$ cat src/rtl/srfp_pkg.sv
// ---------------------------------------------------------------------------
// Servo response frame parser package
// Shared request and response types, command and status codes, frame
// constants and the control and status bundles between controller and
// datapath.
// ---------------------------------------------------------------------------
package srfp_pkg;

	// Request commands.
	localparam logic [1:0] CMD_BYTE   = 2'd0;
	localparam logic [1:0] CMD_RD_RAM = 2'd1;
	localparam logic [1:0] CMD_RD_EEP = 2'd2;
	localparam logic [1:0] CMD_NONE   = 2'd3;

	// Response kinds.
	localparam logic KIND_VERDICT = 1'b0;
	localparam logic KIND_READ    = 1'b1;

	// Verdict status codes.
	localparam logic [1:0] ST_OK       = 2'd0;
	localparam logic [1:0] ST_CHK_BAD  = 2'd1;
	localparam logic [1:0] ST_UNKNOWN  = 2'd2;
	localparam logic [1:0] ST_SIZE_BAD = 2'd3;

	// Frame constants.
	localparam logic [7:0] HDR_BYTE      = 8'hFF;
	localparam logic [7:0] OP_RAM_REPLY  = 8'h44;
	localparam logic [7:0] OP_EEP_REPLY  = 8'h42;
	localparam logic [7:0] OP_STAT_REPLY = 8'h47;
	localparam logic [7:0] CHK_MASK      = 8'hFE;
	localparam logic [7:0] MIN_SIZE      = 8'd7;
	localparam logic [7:0] STAT_MIN_SIZE = 8'd9;
	localparam logic [7:0] REPLY_MIN     = 8'd11;
	localparam logic [8:0] STAT_SLOT     = 9'd48;
	localparam logic [8:0] IDX_ID        = 9'd0;
	localparam logic [8:0] IDX_SIZE      = 9'd4;

	// One request item.
	typedef struct packed {
		logic [1:0] cmd;
		logic [7:0] rx_byte;
		logic [6:0] read_addr;
	} in_item_t;

	// One response item.
	typedef struct packed {
		logic       kind;
		logic [1:0] status;
		logic [7:0] frame_id;
		logic [7:0] frame_cmd;
		logic [7:0] read_data;
	} out_item_t;

	// Source of the response register.
	typedef enum logic [1:0] {
		OSRC_SIZE_BAD,
		OSRC_VERDICT,
		OSRC_READ
	} out_src_t;

	// Which mirror write the commit sequence performs.
	typedef enum logic [2:0] {
		MW_ID,
		MW_SIZE,
		MW_COPY,
		MW_STAT0,
		MW_STAT1
	} mir_sel_t;

	// Controller to datapath commands.
	typedef struct packed {
		logic     byte_en;
		logic     rd_en;
		logic     out_load;
		out_src_t out_src;
		logic     mir_wr;
		mir_sel_t mir_sel;
		logic     copy_init;
		logic     copy_step;
	} ctl_cmd_t;

	// Datapath to controller status.
	typedef struct packed {
		logic size_bad;
		logic frame_end;
		logic commit_reply;
		logic commit_stat;
		logic copy_none;
		logic copy_last;
	} dp_stat_t;

endpackage

$ cat src/rtl/srfp_datapath.sv
// ---------------------------------------------------------------------------
// Servo response frame parser datapath
// Frame field registers, running checksum, payload buffer, the RAM and EEP
// mirror memories with their per-entry valid bits, the copy counters and the
// response register.
// ---------------------------------------------------------------------------
module srfp_datapath
	import srfp_pkg::*;
#(
	parameter int PAYLOAD_DEPTH = 64,
	parameter int RAM_DEPTH     = 128,
	parameter int EEP_DEPTH     = 64
) (
	input  logic      clk,
	input  logic      arst_n,
	input  in_item_t  req_item,
	input  ctl_cmd_t  ctl,
	output dp_stat_t  stat,
	output out_item_t rsp_item
);

	localparam int PAY_AW = $clog2(PAYLOAD_DEPTH);
	localparam int RAM_AW = $clog2(RAM_DEPTH);
	localparam int EEP_AW = $clog2(EEP_DEPTH);

	localparam logic [7:0] POS_HDR0  = 8'd0;
	localparam logic [7:0] POS_HDR1  = 8'd1;
	localparam logic [7:0] POS_SIZE  = 8'd2;
	localparam logic [7:0] POS_ID    = 8'd3;
	localparam logic [7:0] POS_OP    = 8'd4;
	localparam logic [7:0] POS_CHK1  = 8'd5;
	localparam logic [7:0] POS_CHK2  = 8'd6;
	localparam logic [7:0] POS_DATA  = 8'd7;
	localparam logic [7:0] POS_DATA1 = 8'd8;

	logic [7:0] pos_q;
	logic [7:0] size_q;
	logic [7:0] id_q;
	logic [7:0] op_q;
	logic [7:0] xor_q;
	logic [7:0] chk1_q;
	logic [7:0] chk2_q;
	logic [7:0] data0_q;
	logic [7:0] data1_q;

	logic [7:0] b;
	logic       size_bad;
	logic       frame_end;
	logic [7:0] pay_k;
	logic       pay_wr;
	logic [1:0] verdict;
	logic       op_known;

	logic [7:0]        pay_mem [PAYLOAD_DEPTH];
	logic [7:0]        pay_rd_q;
	logic [7:0]        cp_left_q;
	logic [8:0]        dst_q;
	logic [PAY_AW-1:0] src_q;

	logic [7:0]           ram_mem [RAM_DEPTH];
	logic [RAM_DEPTH-1:0] ram_vld_q;
	logic [7:0]           ram_rd_q;
	logic                 ram_rdv_q;
	logic [7:0]           eep_mem [EEP_DEPTH];
	logic [EEP_DEPTH-1:0] eep_vld_q;
	logic [7:0]           eep_rd_q;
	logic                 eep_rdv_q;
	logic                 rd_eep_q;

	logic [8:0]        rd_ext;
	logic              rd_ram_ok;
	logic              rd_eep_ok;
	logic [RAM_AW-1:0] rd_ram_idx;
	logic [EEP_AW-1:0] rd_eep_idx;
	logic [7:0]        rd_value;

	logic [8:0] wr_addr;
	logic [7:0] wr_data;
	logic       wr_eep;
	logic       ram_we;
	logic       eep_we;

	out_item_t rsp_q;

	// Byte decode against the current frame position.
	assign b         = req_item.rx_byte;
	assign size_bad  = (pos_q == POS_SIZE) &&
		((b < MIN_SIZE) || (9'(b) > (9'(MIN_SIZE) + 9'(PAYLOAD_DEPTH))));
	assign frame_end = (pos_q >= POS_ID) && ((9'(pos_q) + 9'd1) >= 9'(size_q));
	assign pay_k     = pos_q - POS_DATA;
	assign pay_wr    = ctl.byte_en && (pos_q >= POS_DATA) &&
		(9'(pay_k) < 9'(PAYLOAD_DEPTH));

	// Frame field capture and position counter.
	always_ff @(posedge clk or negedge arst_n) begin
		if (!arst_n) begin
			pos_q   <= POS_HDR0;
			size_q  <= '0;
			id_q    <= '0;
			op_q    <= '0;
			xor_q   <= '0;
			chk1_q  <= '0;
			chk2_q  <= '0;
			data0_q <= '0;
			data1_q <= '0;
		end else if (ctl.byte_en) begin
			unique case (pos_q)
				POS_HDR0: begin
					if (b == HDR_BYTE) pos_q <= POS_HDR1;
				end
				POS_HDR1: begin
					pos_q <= (b == HDR_BYTE) ? POS_SIZE : POS_HDR0;
				end
				POS_SIZE: begin
					if (size_bad) begin
						pos_q <= POS_HDR0;
					end else begin
						size_q <= b;
						xor_q  <= b;
						pos_q  <= POS_ID;
					end
				end
				POS_ID: begin
					id_q  <= b;
					xor_q <= xor_q ^ b;
				end
				POS_OP: begin
					op_q  <= b;
					xor_q <= xor_q ^ b;
				end
				POS_CHK1: begin
					chk1_q <= b;
				end
				POS_CHK2: begin
					chk2_q <= b;
				end
				default: begin
					xor_q <= xor_q ^ b;
					if (pos_q == POS_DATA) data0_q <= b;
					if (pos_q == POS_DATA1) data1_q <= b;
				end
			endcase
			if (pos_q >= POS_ID) begin
				pos_q <= frame_end ? POS_HDR0 : pos_q + 8'd1;
			end
		end
	end

	// Payload buffer: written as data bytes arrive, read back during the copy.
	always_ff @(posedge clk) begin
		if (pay_wr) pay_mem[pay_k[PAY_AW-1:0]] <= b;
		pay_rd_q <= pay_mem[src_q];
	end

	// Verdict from the completed frame fields.
	assign op_known = (op_q == OP_RAM_REPLY) || (op_q == OP_EEP_REPLY) ||
		(op_q == OP_STAT_REPLY);

	always_comb begin
		if (!op_known) begin
			verdict = ST_UNKNOWN;
		end else if ((op_q == OP_STAT_REPLY) && (size_q < STAT_MIN_SIZE)) begin
			verdict = ST_SIZE_BAD;
		end else if ((chk1_q != (xor_q & CHK_MASK)) || (chk2_q != (~xor_q & CHK_MASK))) begin
			verdict = ST_CHK_BAD;
		end else begin
			verdict = ST_OK;
		end
	end

	// Copy counters for the register bytes of a read reply.
	always_ff @(posedge clk or negedge arst_n) begin
		if (!arst_n) begin
			cp_left_q <= '0;
			dst_q     <= '0;
			src_q     <= '0;
		end else if (ctl.copy_init) begin
			cp_left_q <= (size_q > REPLY_MIN) ? size_q - REPLY_MIN : 8'd0;
			dst_q     <= {1'b0, data0_q};
			src_q     <= PAY_AW'(2);
		end else if (ctl.copy_step) begin
			cp_left_q <= cp_left_q - 8'd1;
			dst_q     <= dst_q + 9'd1;
			src_q     <= src_q + PAY_AW'(1);
		end
	end

	// Mirror write selection.
	assign wr_eep = (ctl.mir_sel != MW_STAT0) && (ctl.mir_sel != MW_STAT1) &&
		(op_q == OP_EEP_REPLY);

	always_comb begin
		unique case (ctl.mir_sel)
			MW_ID: begin
				wr_addr = IDX_ID;
				wr_data = id_q;
			end
			MW_SIZE: begin
				wr_addr = IDX_SIZE;
				wr_data = size_q;
			end
			MW_COPY: begin
				wr_addr = dst_q;
				wr_data = pay_rd_q;
			end
			MW_STAT0: begin
				wr_addr = STAT_SLOT;
				wr_data = data0_q;
			end
			MW_STAT1: begin
				wr_addr = STAT_SLOT + 9'd1;
				wr_data = data1_q;
			end
			default: begin
				wr_addr = IDX_ID;
				wr_data = id_q;
			end
		endcase
	end

	// Entries past the mirror end are dropped.
	assign ram_we = ctl.mir_wr && !wr_eep && (wr_addr < 9'(RAM_DEPTH));
	assign eep_we = ctl.mir_wr && wr_eep && (wr_addr < 9'(EEP_DEPTH));

	// Mirror read addressing; entries past the end read as zero.
	assign rd_ext     = 9'(req_item.read_addr);
	assign rd_ram_ok  = rd_ext < 9'(RAM_DEPTH);
	assign rd_eep_ok  = rd_ext < 9'(EEP_DEPTH);
	assign rd_ram_idx = rd_ext[RAM_AW-1:0];
	assign rd_eep_idx = rd_ext[EEP_AW-1:0];

	// RAM mirror memory.
	always_ff @(posedge clk) begin
		if (ram_we) ram_mem[wr_addr[RAM_AW-1:0]] <= wr_data;
		ram_rd_q <= ram_mem[rd_ram_idx];
	end

	// EEP mirror memory.
	always_ff @(posedge clk) begin
		if (eep_we) eep_mem[wr_addr[EEP_AW-1:0]] <= wr_data;
		eep_rd_q <= eep_mem[rd_eep_idx];
	end

	// Valid bits: an entry never written reads as zero.
	always_ff @(posedge clk or negedge arst_n) begin
		if (!arst_n) begin
			ram_vld_q <= '0;
			eep_vld_q <= '0;
			ram_rdv_q <= 1'b0;
			eep_rdv_q <= 1'b0;
			rd_eep_q  <= 1'b0;
		end else begin
			if (ram_we) ram_vld_q[wr_addr[RAM_AW-1:0]] <= 1'b1;
			if (eep_we) eep_vld_q[wr_addr[EEP_AW-1:0]] <= 1'b1;
			ram_rdv_q <= rd_ram_ok && ram_vld_q[rd_ram_idx];
			eep_rdv_q <= rd_eep_ok && eep_vld_q[rd_eep_idx];
			if (ctl.rd_en) rd_eep_q <= (req_item.cmd == CMD_RD_EEP);
		end
	end

	always_comb begin
		if (rd_eep_q) begin
			rd_value = eep_rdv_q ? eep_rd_q : 8'd0;
		end else begin
			rd_value = ram_rdv_q ? ram_rd_q : 8'd0;
		end
	end

	// Response register.
	always_ff @(posedge clk) begin
		if (ctl.out_load) begin
			unique case (ctl.out_src)
				OSRC_SIZE_BAD: begin
					rsp_q <= '{kind: KIND_VERDICT, status: ST_SIZE_BAD, frame_id: 8'd0,
						frame_cmd: 8'd0, read_data: 8'd0};
				end
				OSRC_VERDICT: begin
					rsp_q <= '{kind: KIND_VERDICT, status: verdict, frame_id: id_q,
						frame_cmd: op_q, read_data: 8'd0};
				end
				OSRC_READ: begin
					rsp_q <= '{kind: KIND_READ, status: ST_OK, frame_id: 8'd0,
						frame_cmd: 8'd0, read_data: rd_value};
				end
				default: begin
					rsp_q <= '{kind: KIND_VERDICT, status: ST_SIZE_BAD, frame_id: 8'd0,
						frame_cmd: 8'd0, read_data: 8'd0};
				end
			endcase
		end
	end

	assign rsp_item = rsp_q;

	// Status towards the controller.
	assign stat.size_bad     = size_bad;
	assign stat.frame_end    = frame_end;
	assign stat.commit_reply = (verdict == ST_OK) &&
		((op_q == OP_RAM_REPLY) || (op_q == OP_EEP_REPLY));
	assign stat.commit_stat  = (verdict == ST_OK) && (op_q == OP_STAT_REPLY);
	assign stat.copy_none    = size_q <= REPLY_MIN;
	assign stat.copy_last    = cp_left_q == 8'd1;

endmodule

$ cat src/rtl/srfp_ctrl.sv
// ---------------------------------------------------------------------------
// Servo response frame parser controller
// Request and response handshakes, mirror read timing and the commit
// sequence that updates the mirrors after a good reply.
// ---------------------------------------------------------------------------
module srfp_ctrl
	import srfp_pkg::*;
(
	input  logic       clk,
	input  logic       arst_n,
	input  logic       req_valid,
	output logic       req_ready,
	input  logic [1:0] req_cmd,
	output logic       rsp_valid,
	input  logic       rsp_ready,
	input  dp_stat_t   stat,
	output ctl_cmd_t   ctl
);

	typedef enum logic [3:0] {
		S_IDLE,
		S_READ,
		S_FINISH,
		S_WR_ID,
		S_WR_SIZE,
		S_COPY_RD,
		S_COPY_WR,
		S_STAT0,
		S_STAT1
	} state_t;

	state_t state_q;
	logic   out_valid_q;
	logic   acc;
	logic   acc_read;

	// A request is taken only when idle and the response slot is free or draining.
	assign req_ready = (state_q == S_IDLE) && (!out_valid_q || rsp_ready);
	assign acc       = req_valid && req_ready;
	assign acc_read  = acc && ((req_cmd == CMD_RD_RAM) || (req_cmd == CMD_RD_EEP));
	assign rsp_valid = out_valid_q;

	// Commands to the datapath.
	always_comb begin
		ctl           = '0;
		ctl.out_src   = OSRC_VERDICT;
		ctl.mir_sel   = MW_ID;
		ctl.byte_en   = acc && (req_cmd == CMD_BYTE);
		ctl.rd_en     = acc_read;
		if (ctl.byte_en && stat.size_bad) begin
			ctl.out_load = 1'b1;
			ctl.out_src  = OSRC_SIZE_BAD;
		end
		unique case (state_q)
			S_IDLE: begin
			end
			S_READ: begin
				ctl.out_load = 1'b1;
				ctl.out_src  = OSRC_READ;
			end
			S_FINISH: begin
				ctl.out_load = 1'b1;
				ctl.out_src  = OSRC_VERDICT;
			end
			S_WR_ID: begin
				ctl.mir_wr  = 1'b1;
				ctl.mir_sel = MW_ID;
			end
			S_WR_SIZE: begin
				ctl.mir_wr    = 1'b1;
				ctl.mir_sel   = MW_SIZE;
				ctl.copy_init = 1'b1;
			end
			S_COPY_RD: begin
			end
			S_COPY_WR: begin
				ctl.mir_wr    = 1'b1;
				ctl.mir_sel   = MW_COPY;
				ctl.copy_step = 1'b1;
			end
			S_STAT0: begin
				ctl.mir_wr  = 1'b1;
				ctl.mir_sel = MW_STAT0;
			end
			S_STAT1: begin
				ctl.mir_wr  = 1'b1;
				ctl.mir_sel = MW_STAT1;
			end
			default: begin
			end
		endcase
	end

	// State and response valid.
	always_ff @(posedge clk or negedge arst_n) begin
		if (!arst_n) begin
			state_q     <= S_IDLE;
			out_valid_q <= 1'b0;
		end else begin
			if (ctl.out_load) begin
				out_valid_q <= 1'b1;
			end else if (rsp_ready) begin
				out_valid_q <= 1'b0;
			end
			unique case (state_q)
				S_IDLE: begin
					if (acc_read) begin
						state_q <= S_READ;
					end else if (ctl.byte_en && stat.frame_end) begin
						state_q <= S_FINISH;
					end
				end
				S_READ: begin
					state_q <= S_IDLE;
				end
				S_FINISH: begin
					if (stat.commit_reply) begin
						state_q <= S_WR_ID;
					end else if (stat.commit_stat) begin
						state_q <= S_STAT0;
					end else begin
						state_q <= S_IDLE;
					end
				end
				S_WR_ID: begin
					state_q <= S_WR_SIZE;
				end
				S_WR_SIZE: begin
					state_q <= stat.copy_none ? S_IDLE : S_COPY_RD;
				end
				S_COPY_RD: begin
					state_q <= S_COPY_WR;
				end
				S_COPY_WR: begin
					state_q <= stat.copy_last ? S_IDLE : S_COPY_RD;
				end
				S_STAT0: begin
					state_q <= S_STAT1;
				end
				S_STAT1: begin
					state_q <= S_IDLE;
				end
				default: begin
					state_q <= S_IDLE;
				end
			endcase
		end
	end

`ifndef SYNTHESIS
	// The response register is never reloaded while it holds an untaken item.
	a_no_overwrite: assert property (@(posedge clk) disable iff (!arst_n)
		ctl.out_load |-> (!out_valid_q || rsp_ready))
		else $error("response register overwritten");

	// A mirror read delivers its response: acceptance moves the controller to S_READ, which loads the response register.
	a_read_returns: assert property (@(posedge clk) disable iff (!arst_n)
		acc_read |=> ##1 out_valid_q)
		else $error("mirror read gave no response");

	// The last byte of a frame always leads to the verdict state.
	a_frame_finish: assert property (@(posedge clk) disable iff (!arst_n)
		(ctl.byte_en && stat.frame_end) |=> (state_q == S_FINISH))
		else $error("frame end missed");

	// The response slot is empty when the verdict is loaded.
	a_finish_slot: assert property (@(posedge clk) disable iff (!arst_n)
		(state_q == S_FINISH) |-> !out_valid_q)
		else $error("verdict slot busy");
`endif

endmodule

$ cat src/rtl/servo_response_frame_parser_top.sv
// ---------------------------------------------------------------------------
// Servo response frame parser
// Takes received servo bytes one request at a time, hunts for the FF FF
// header, checks both frame checksums and gives a verdict at frame end (or
// at once on a bad size byte). Good RAM-read and EEP-read replies are copied
// into the RAM or EEP mirror, and a good STAT reply stores its two status
// bytes at RAM mirror entries 48 and 49. Mirror entries can be read back
// with a read request, answered from the registered mirror memory read.
// After the last byte of a frame the block gives its verdict; then for a
// good RAM or EEP reply it writes the ID and size entries and, when size is
// above 11, size - 11 copied bytes, and for a good STAT reply its two status
// bytes, all through the mirror's single write port, during which no request
// is taken. The mirrors read as zero after reset through per-entry valid
// bits, so no clearing pass is needed.
// ---------------------------------------------------------------------------
module servo_response_frame_parser_top
	import srfp_pkg::*;
#(
	parameter int PAYLOAD_DEPTH = 64,
	parameter int RAM_DEPTH     = 128,
	parameter int EEP_DEPTH     = 64
) (
	input  logic      clk,
	input  logic      arst_n,
	input  logic      req_valid,
	output logic      req_ready,
	input  in_item_t  req_item,
	output logic      rsp_valid,
	input  logic      rsp_ready,
	output out_item_t rsp_item
);

	ctl_cmd_t ctl;
	dp_stat_t stat;

	// Controller.
	srfp_ctrl u_ctrl (
		.clk       (clk),
		.arst_n    (arst_n),
		.req_valid (req_valid),
		.req_ready (req_ready),
		.req_cmd   (req_item.cmd),
		.rsp_valid (rsp_valid),
		.rsp_ready (rsp_ready),
		.stat      (stat),
		.ctl       (ctl)
	);

	// Datapath.
	srfp_datapath #(
		.PAYLOAD_DEPTH (PAYLOAD_DEPTH),
		.RAM_DEPTH     (RAM_DEPTH),
		.EEP_DEPTH     (EEP_DEPTH)
	) u_datapath (
		.clk      (clk),
		.arst_n   (arst_n),
		.req_item (req_item),
		.ctl      (ctl),
		.stat     (stat),
		.rsp_item (rsp_item)
	);

endmodule
$ cat config.mk
export PLATFORM = sky130hd
export DESIGN_NAME = servo_response_frame_parser_top
export DESIGN_NICKNAME = d
export VERILOG_FILES = /design/src/rtl/srfp_pkg.sv /design/src/rtl/srfp_datapath.sv /design/src/rtl/srfp_ctrl.sv /design/src/rtl/servo_response_frame_parser_top.sv
export SDC_FILE = /design/constraint.sdc
export NUM_CORES = 2
export LEC_CHECK = 0
export BUFFER_PORTS_ARGS = -buffer_cell sky130_fd_sc_hd__buf_4
export CORE_UTILIZATION = 57
export DETAILED_ROUTE_END_ITERATION = 16
export GPL_TIMING_DRIVEN = 0
export HOLD_SLACK_MARGIN = 0.08
export PLACE_DENSITY = 0.76
export REMOVE_ABC_BUFFERS = 1
export SLEW_MARGIN = 20
export SYNTH_ARGS = -nofsm -noshare
export SYNTH_HDL_FRONTEND = slang
export SYNTH_SLANG_ARGS = --single-unit
$ cat constraint.sdc
create_clock -name clk -period 3.25 [get_ports clk]
set_input_delay 0.1625 -clock clk [delete_from_list [all_inputs] [get_ports clk]]
set_output_delay 0.1625 -clock clk [all_outputs]
set_load 0.01 [all_outputs]
-- Word-level counts from Yosys, hierarchy flattened
Memories as Yosys holds them, arrays and structs flattened. A register that Yosys moved wholly into a read port is not among the register bits.
Cells that the tools add are included.
- bits in registers: 322
- input bits: 21
- logic and storage cells: 197
- memories kept: 3
- output and inout port bits: 29
- memory bits (writable): 2048
- add/subtract/negate cells: 7
- bitwise operators: 7
- equality and inequality tests: 36
- reduce and logical (&&, ||, !) cells: 49
- $lt $le $gt $ge: 19
- mux-type cells: 52
- memory list (name ; depth ; width ; read ports ; clocked after Yosys merged registers in ; write ports ; RTL line ; text):
    u_datapath.ram_mem ; 128 ; 8 ; 1 ; 1 ; 1 ; srfp_datapath.sv:60 ; logic [7:0] ram_mem [RAM_DEPTH];
    u_datapath.eep_mem ; 64 ; 8 ; 1 ; 1 ; 1 ; srfp_datapath.sv:64 ; logic [7:0] eep_mem [EEP_DEPTH];
    u_datapath.pay_mem ; 64 ; 8 ; 1 ; 1 ; 1 ; srfp_datapath.sv:54 ; logic [7:0] pay_mem [PAYLOAD_DEPTH];
- operators by type and width (operator ; number):
    128-bit OR ; 1
    8-bit 2-to-1 mux ; 10
    64-bit OR ; 1
    27-bit one-hot mux with 2 select lines ; 1
    9-bit one-hot mux with 4 select lines ; 1
    8-bit by 3-bit == test with 1-bit output (second input constant) ; 4
    8-bit one-hot mux with 4 select lines ; 1
    4-bit one-hot mux with 7 select lines ; 1
    8-bit by 7-bit == test with 1-bit output (second input constant) ; 3
    7-bit by 8-bit less-than comparator with 1-bit output (second input constant) ; 3
    8-bit one-hot mux with 3 select lines ; 1
    1-bit logical AND ; 23
    4-bit one-hot mux with 5 select lines ; 1
    9-bit 2-to-1 mux ; 2
    4-bit by 3-bit == test with 1-bit output (second input constant) ; 4
    8-bit by 1-bit == test with 1-bit output (second input constant) ; 2
    8-bit by 2-bit == test with 1-bit output (second input constant) ; 2
    8-bit inequality test ; 2
    8-bit one-hot mux with 2 select lines ; 1
    1-bit 2-to-1 mux ; 15
    3-bit AND reduction ; 5
    6-bit by 7-bit less-than comparator with 1-bit output (second input constant) ; 2
    3-bit 2-to-1 mux ; 4
    4-bit 2-to-1 mux ; 3
    other kinds (55) ; 77

-- Depth between registers and ports, before layout
- word-level depth: 11
- mapped depth: 13
- depth with buffers taken out: 11

-- Modules after synthesis
From an unflattened synthesis, not the netlist that was laid out.
- cell total of the unflattened synthesis: 4995
- area total of the unflattened synthesis: 94470.6 um2
- modules (own cells, without submodules) (module ; cells an instance ; sequential area each (um2) ; area an instance (um2) ; times used):
    srfp_datapath ; 4942 ; 70022.2 ; 94050.2 ; 1
    srfp_ctrl ; 53 ; 125.1 ; 420.4 ; 1

-- Worst setup path before layout
OpenSTA, ideal clock, no wires.
- kind: reg-to-reg
- start: register u_ctrl.state_q[0]
- end: memory u_datapath.eep_mem[0][5] (data pin)
- arrival: 2.999 ns
- setup time: 0.466 ns
- buffers on the path: 3
- slack: -0.215 ns
- cell stages (with the launch flop): 8
- clock period less this slack: 3.465 ns
- required time: 2.784 ns
- cells stage by stage: dfrtp_1 -> nor4bb_1 -> clkbuf_1 -> clkbuf_1 -> buf_1 -> a222oi_1 -> nand2_1 -> mux2_2
- longest elaborated chain between the ends: 4
- elaborated cells on any way between the ends: 11
- those cells by class: eq/ne: 9; mux: 2
- ends and longest elaborated chain (what ; RTL line ; text):
    start, declared ; srfp_ctrl.sv:32 ; state_t state_q;
    start signal, assigned ; srfp_ctrl.sv:129 ; state_q <= stat.copy_none ? S_IDLE : S_COPY_RD;
    start signal, assigned ; srfp_ctrl.sv:135 ; state_q <= stat.copy_last ? S_IDLE : S_COPY_RD;
    4-bit == test, or another cell as far along ; srfp_ctrl.sv:54 ; unique case (state_q)
    4-bit one-hot mux with 5 select lines * ; srfp_ctrl.sv:54 ;
    3-bit == test, or another cell as far along ; srfp_datapath.sv:193 ; unique case (ctl.mir_sel)
    8-bit one-hot mux with 4 select lines * ; srfp_datapath.sv:193 ;
    named net u_datapath.wr_data[5] ; srfp_datapath.sv:78 ; logic [7:0] wr_data;
    end, declared ; srfp_datapath.sv:64 ;
Mark *: on every way through the listed nets, which the timed path passes. The rest lies on a longest branch.

==> reports/results.txt <==
Main area contributors after synthesis: edfxtp_1, mux4_2, dfrtp_1, mux2i_1, o21bai_1
Fmax: 296 MHz
Site Rows: 148
Clock Tree Root: clkbuf_16
Die width: 409 microns
Top Metal Used: met5
Register area share after synthesis: 0.745
Total power draw: 0.0605 W
Synth area leader: edfxtp_1
R2r startpoint: u_datapath.src_q[3]$_DFFE_PN0P_
Unrepaired setup endpoints after global routing: yes
Syn. warnings: 0
Complex-gate fraction of the synthesized area: 0.0567
WL met3: 23100 microns
Overflow after GRT: 0
Vias: 51400
Routed wire length: 231000 microns
Hpwl dp: 132000 microns
Failing checks: negative setup slack
Synthesized flop and latch total: 2393
Critical Path RT: 3.99 ns
Vias in the first global route: 51100
Worst setup EP type: flip-flop
Final non-filler cell area: 0.108 sq mm
CTS buffer count: 222
Global-route wire length before repair: 337000 microns
FF-to-FF path depth: 6
Synth Instances: 5177
Most used DFF post-synth: edfxtp_1
Number of routed nets with antenna violations: 0
Insertion delay to the later sink of the worst-skew pair: 0.88 ns
R2R Setup Slk: -0.12 ns
Commonest cells after routing, fill and taps aside: edfxtp_1, mux4_2, mux2i_1
Via density: 6.69
Synth Area in XOR/XNOR: 0.00223
Port Buf Inserts: 49
Max rail drop VDD: 0.513 mV
Layout fillers: 10100
Max transition margin: 0.223
Starting density of the core: 0.577
Filler-free cell count of the finished design: 7688
Worst-path clk slew: 0.06 ns
# IOs: 50
Die Y: 409 microns
Drt pass-1 iters: 6
Min Clock Period, post-route: 3.37 ns
PwrDens: 559 mW/mm^2
Startpoint Class: flip-flop
Global-route usage over all layers: 0.274
Initial antenna violation count: 7
Fraction of the mapped netlist area in simple logic gates: 0.0410
Met1 Wirelength: 87200 microns
Hold Path Origin: req_item[15]
Final worst slack: -0.123 ns
EDFF count, synth: 2075
Crit Path Category: reg2reg
MaxCap Viol Count: 0
Worst hold margin: 0.138 ns
Die ar.: 0.167 sq mm
Worst path slowest cell: nor4_1
CTS sink count: 2393
Placed inst area: 0.0978 sq mm
CTS tree: done
Clock Tree Buf Depth: 3
Hold Crit Class: in2reg
Wire length on met2: 113000 microns
Count of nets after finishing: 5361
Layout cells sized above 1: 0.251
Placed cells: 7144
# setup viols final: 218
Most common cell after layout, fill and taps aside: edfxtp_1
Cell variety after synth: 72
Syn Std Cell Area: 0.0942 sq mm
Crit path cell chain: clkinv_1 -> nand3b_1 -> o22ai_1 -> nor4_1 -> nand2_1 -> o21ai_0
Synth Area per Inst: 18.2 sq um
Post-route clock period utilization: 1.04
GPL Wtd Cong: 0.857
R2r endpoint: u_datapath.pay_rd_q[4]$_DFF_P_
Main combinational cell family by area after synthesis: multiplexers
Final cell utilization of the core: 0.663
Largest net degree at the start of global routing: 109
Status: complete, but fails checks
Area Growth Syn to Fin: 15.0%
Max incr delay on CP: 0.77 ns
H-Tree Depth: 4
Area share of the leading cell type in the synthesized netlist: 0.662
Seq. cell area: 0.0702 sq mm
WL/cell: 30.1 microns
DR iter-0 viols: 6912
Core Area: 0.163 sq mm
Max-slew violations: 0
Area occupied by multi-input gates: 0.0249 sq mm
Final Hold Viols: 0
Mux contribution to synthesized area: 0.137
Hold endpoint: u_datapath.pos_q[3]$_DFFE_PN0P_
Hold Path Depth: 6
Leak Pwr: 36.0 nW
Async S/R FF share, synth: 0.123
Critical Path AT: 4.11 ns
DR DRC count: 0
Synth Area in Adders: 0.00292
Clock Skew: 0.0359 ns
Least-Margin Pin Slew: 1.16 ns
Crit Path Max Fanout: 14
[final cells by class]
type | count | share of cell area
timing repair buffer | 237 | 0.0295
tap | 2175 | 0.0251
sequential | 2393 | 0.648
clock buffer | 285 | 0.0546
clock inverter | 133 | 0.0117
antenna | 1 | 0.0000231
inverter | 29 | 0.00101
multi-input combinational | 2435 | 0.230
[per-stage QoR]
stage               setup WS, ns  setup TNS, ns
finish                    -0.123          -6.24
global placement           -9.47              -
floorplan                  -3.19       -3583.63
detailed placement         -1.71       -2743.91
global route              -0.151         -42.96
CTS                       -0.235        -120.57
[how the worst max path moves through the flow]
stage | from | to | slack [ns]
3_5_place_dp | u_ctrl.state_q[1]$_DFFE_PN0P_ | u_datapath.ram_mem[59][3]$_DFFE_PP_ | -1.71
3_3_place_gp | req_item[0] | u_datapath.ram_rd_q[0]$_DFF_P_ | -9.47
2_1_floorplan | u_datapath.src_q[0]$_DFFE_PN0P_ | u_datapath.pay_rd_q[2]$_DFF_P_ | -3.19
4_1_cts | u_ctrl.state_q[1]$_DFFE_PN0P_ | u_datapath.eep_mem[38][7]$_DFFE_PP_ | -0.23
6_report | u_datapath.src_q[3]$_DFFE_PN0P_ | u_datapath.pay_rd_q[4]$_DFF_P_ | -0.12
5_1_grt | u_ctrl.state_q[2]$_DFFE_PN0P_ | u_datapath.ram_mem[47][2]$_DFFE_PP_ | -0.15
[sequential cells by signal, indices dropped and copies added (netlist names), 4 cells and up]
| name | count |
|---|---|
| u_datapath.eep_mem | 512 |
| u_datapath.pay_mem | 512 |
| u_datapath.data1_q | 8 |
| u_datapath.cp_left_q | 8 |
| u_datapath.pay_rd_q | 8 |
| u_datapath.eep_rd_q | 8 |
| u_datapath.dst_q | 9 |
| u_datapath.xor_q | 7 |
| u_datapath.eep_vld_q | 64 |
| u_datapath.pos_q | 8 |
| u_datapath.chk2_q | 8 |
| u_datapath.ram_mem | 1024 |
| u_ctrl.state_q | 4 |
| u_datapath.size_q | 8 |
| u_datapath.chk1_q | 8 |
| u_datapath.rsp_item | 27 |
| u_datapath.src_q | 6 |
| u_datapath.ram_rd_q | 8 |
| u_datapath.data0_q | 8 |
| u_datapath.id_q | 8 |
| u_datapath.ram_vld_q | 128 |
| u_datapath.op_q | 8 |
[logic make-up after synthesis]
logic type	count (synthesis)
compound gates	768
xor+xnor	24
fa+ha+maj	22
buf+inv	354
flops	2393
mux	803
simple gates	813
[power by group]
| part | internal (W) | switching, W | total (W) |
|---|---|---|---|
| sequential | 0.0331 | 0.0000248 | 0.0331 |
| clock | 0.0144 | 0.0113 | 0.0257 |
| combinational | 0.000659 | 0.00108 | 0.00174 |
[worst max-delay path, delay by kind of cell, from the launching register on]
| kind | cells | cell delay (ns) |
|---|---|---|
| simple gates | 3 | 1.60 |
| flops | 1 | 0.71 |
| buf+inv | 1 | 0.52 |
| compound gates | 2 | 0.41 |
[metal layers]
layer | GRT usage | vias to the layer above
met5 | 0 | -
met4 | 0.0920 | 2
met3 | 0.0586 | 512
met2 | 0.439 | 3092
met1 | 0.377 | 26700
li1 | - | 21200
[Yosys cell counts, drive strengths merged, types with 11 or more instances]
cell type and number:
edfxtp 2075, a21o 15, a31oi 13, nor2 328, o21bai 184, inv 27
mux4 380, o22ai 149, nand4 34, mux2 65, nand2b 19, nor3 26
or4 18, o21ai 54, dfxtp 24, a21oi 100, nand2 165, nor4 24
nand3 67, and2 25, ha 22, dfrtp 294, a221oi 35, a22o 34
a211oi 11, buf 149, a22oi 133, xnor2 14, nor2b 14, clkbuf 176
and3 12, mux2i 358, or3 38
[repair_timing]
action | 4_1_cts | 5_1_grt
hold endpoints to repair | 772 | 0
resized for setup | 453 | 74
gates cloned | 3 | 2
buffers inserted | 61 | 34
hold buffers | 22 | 0
setup endpoints to repair | 3089 | 2465
pin swaps | 33 | 23
No activity file was read; power rests on OpenSTA's default activity.
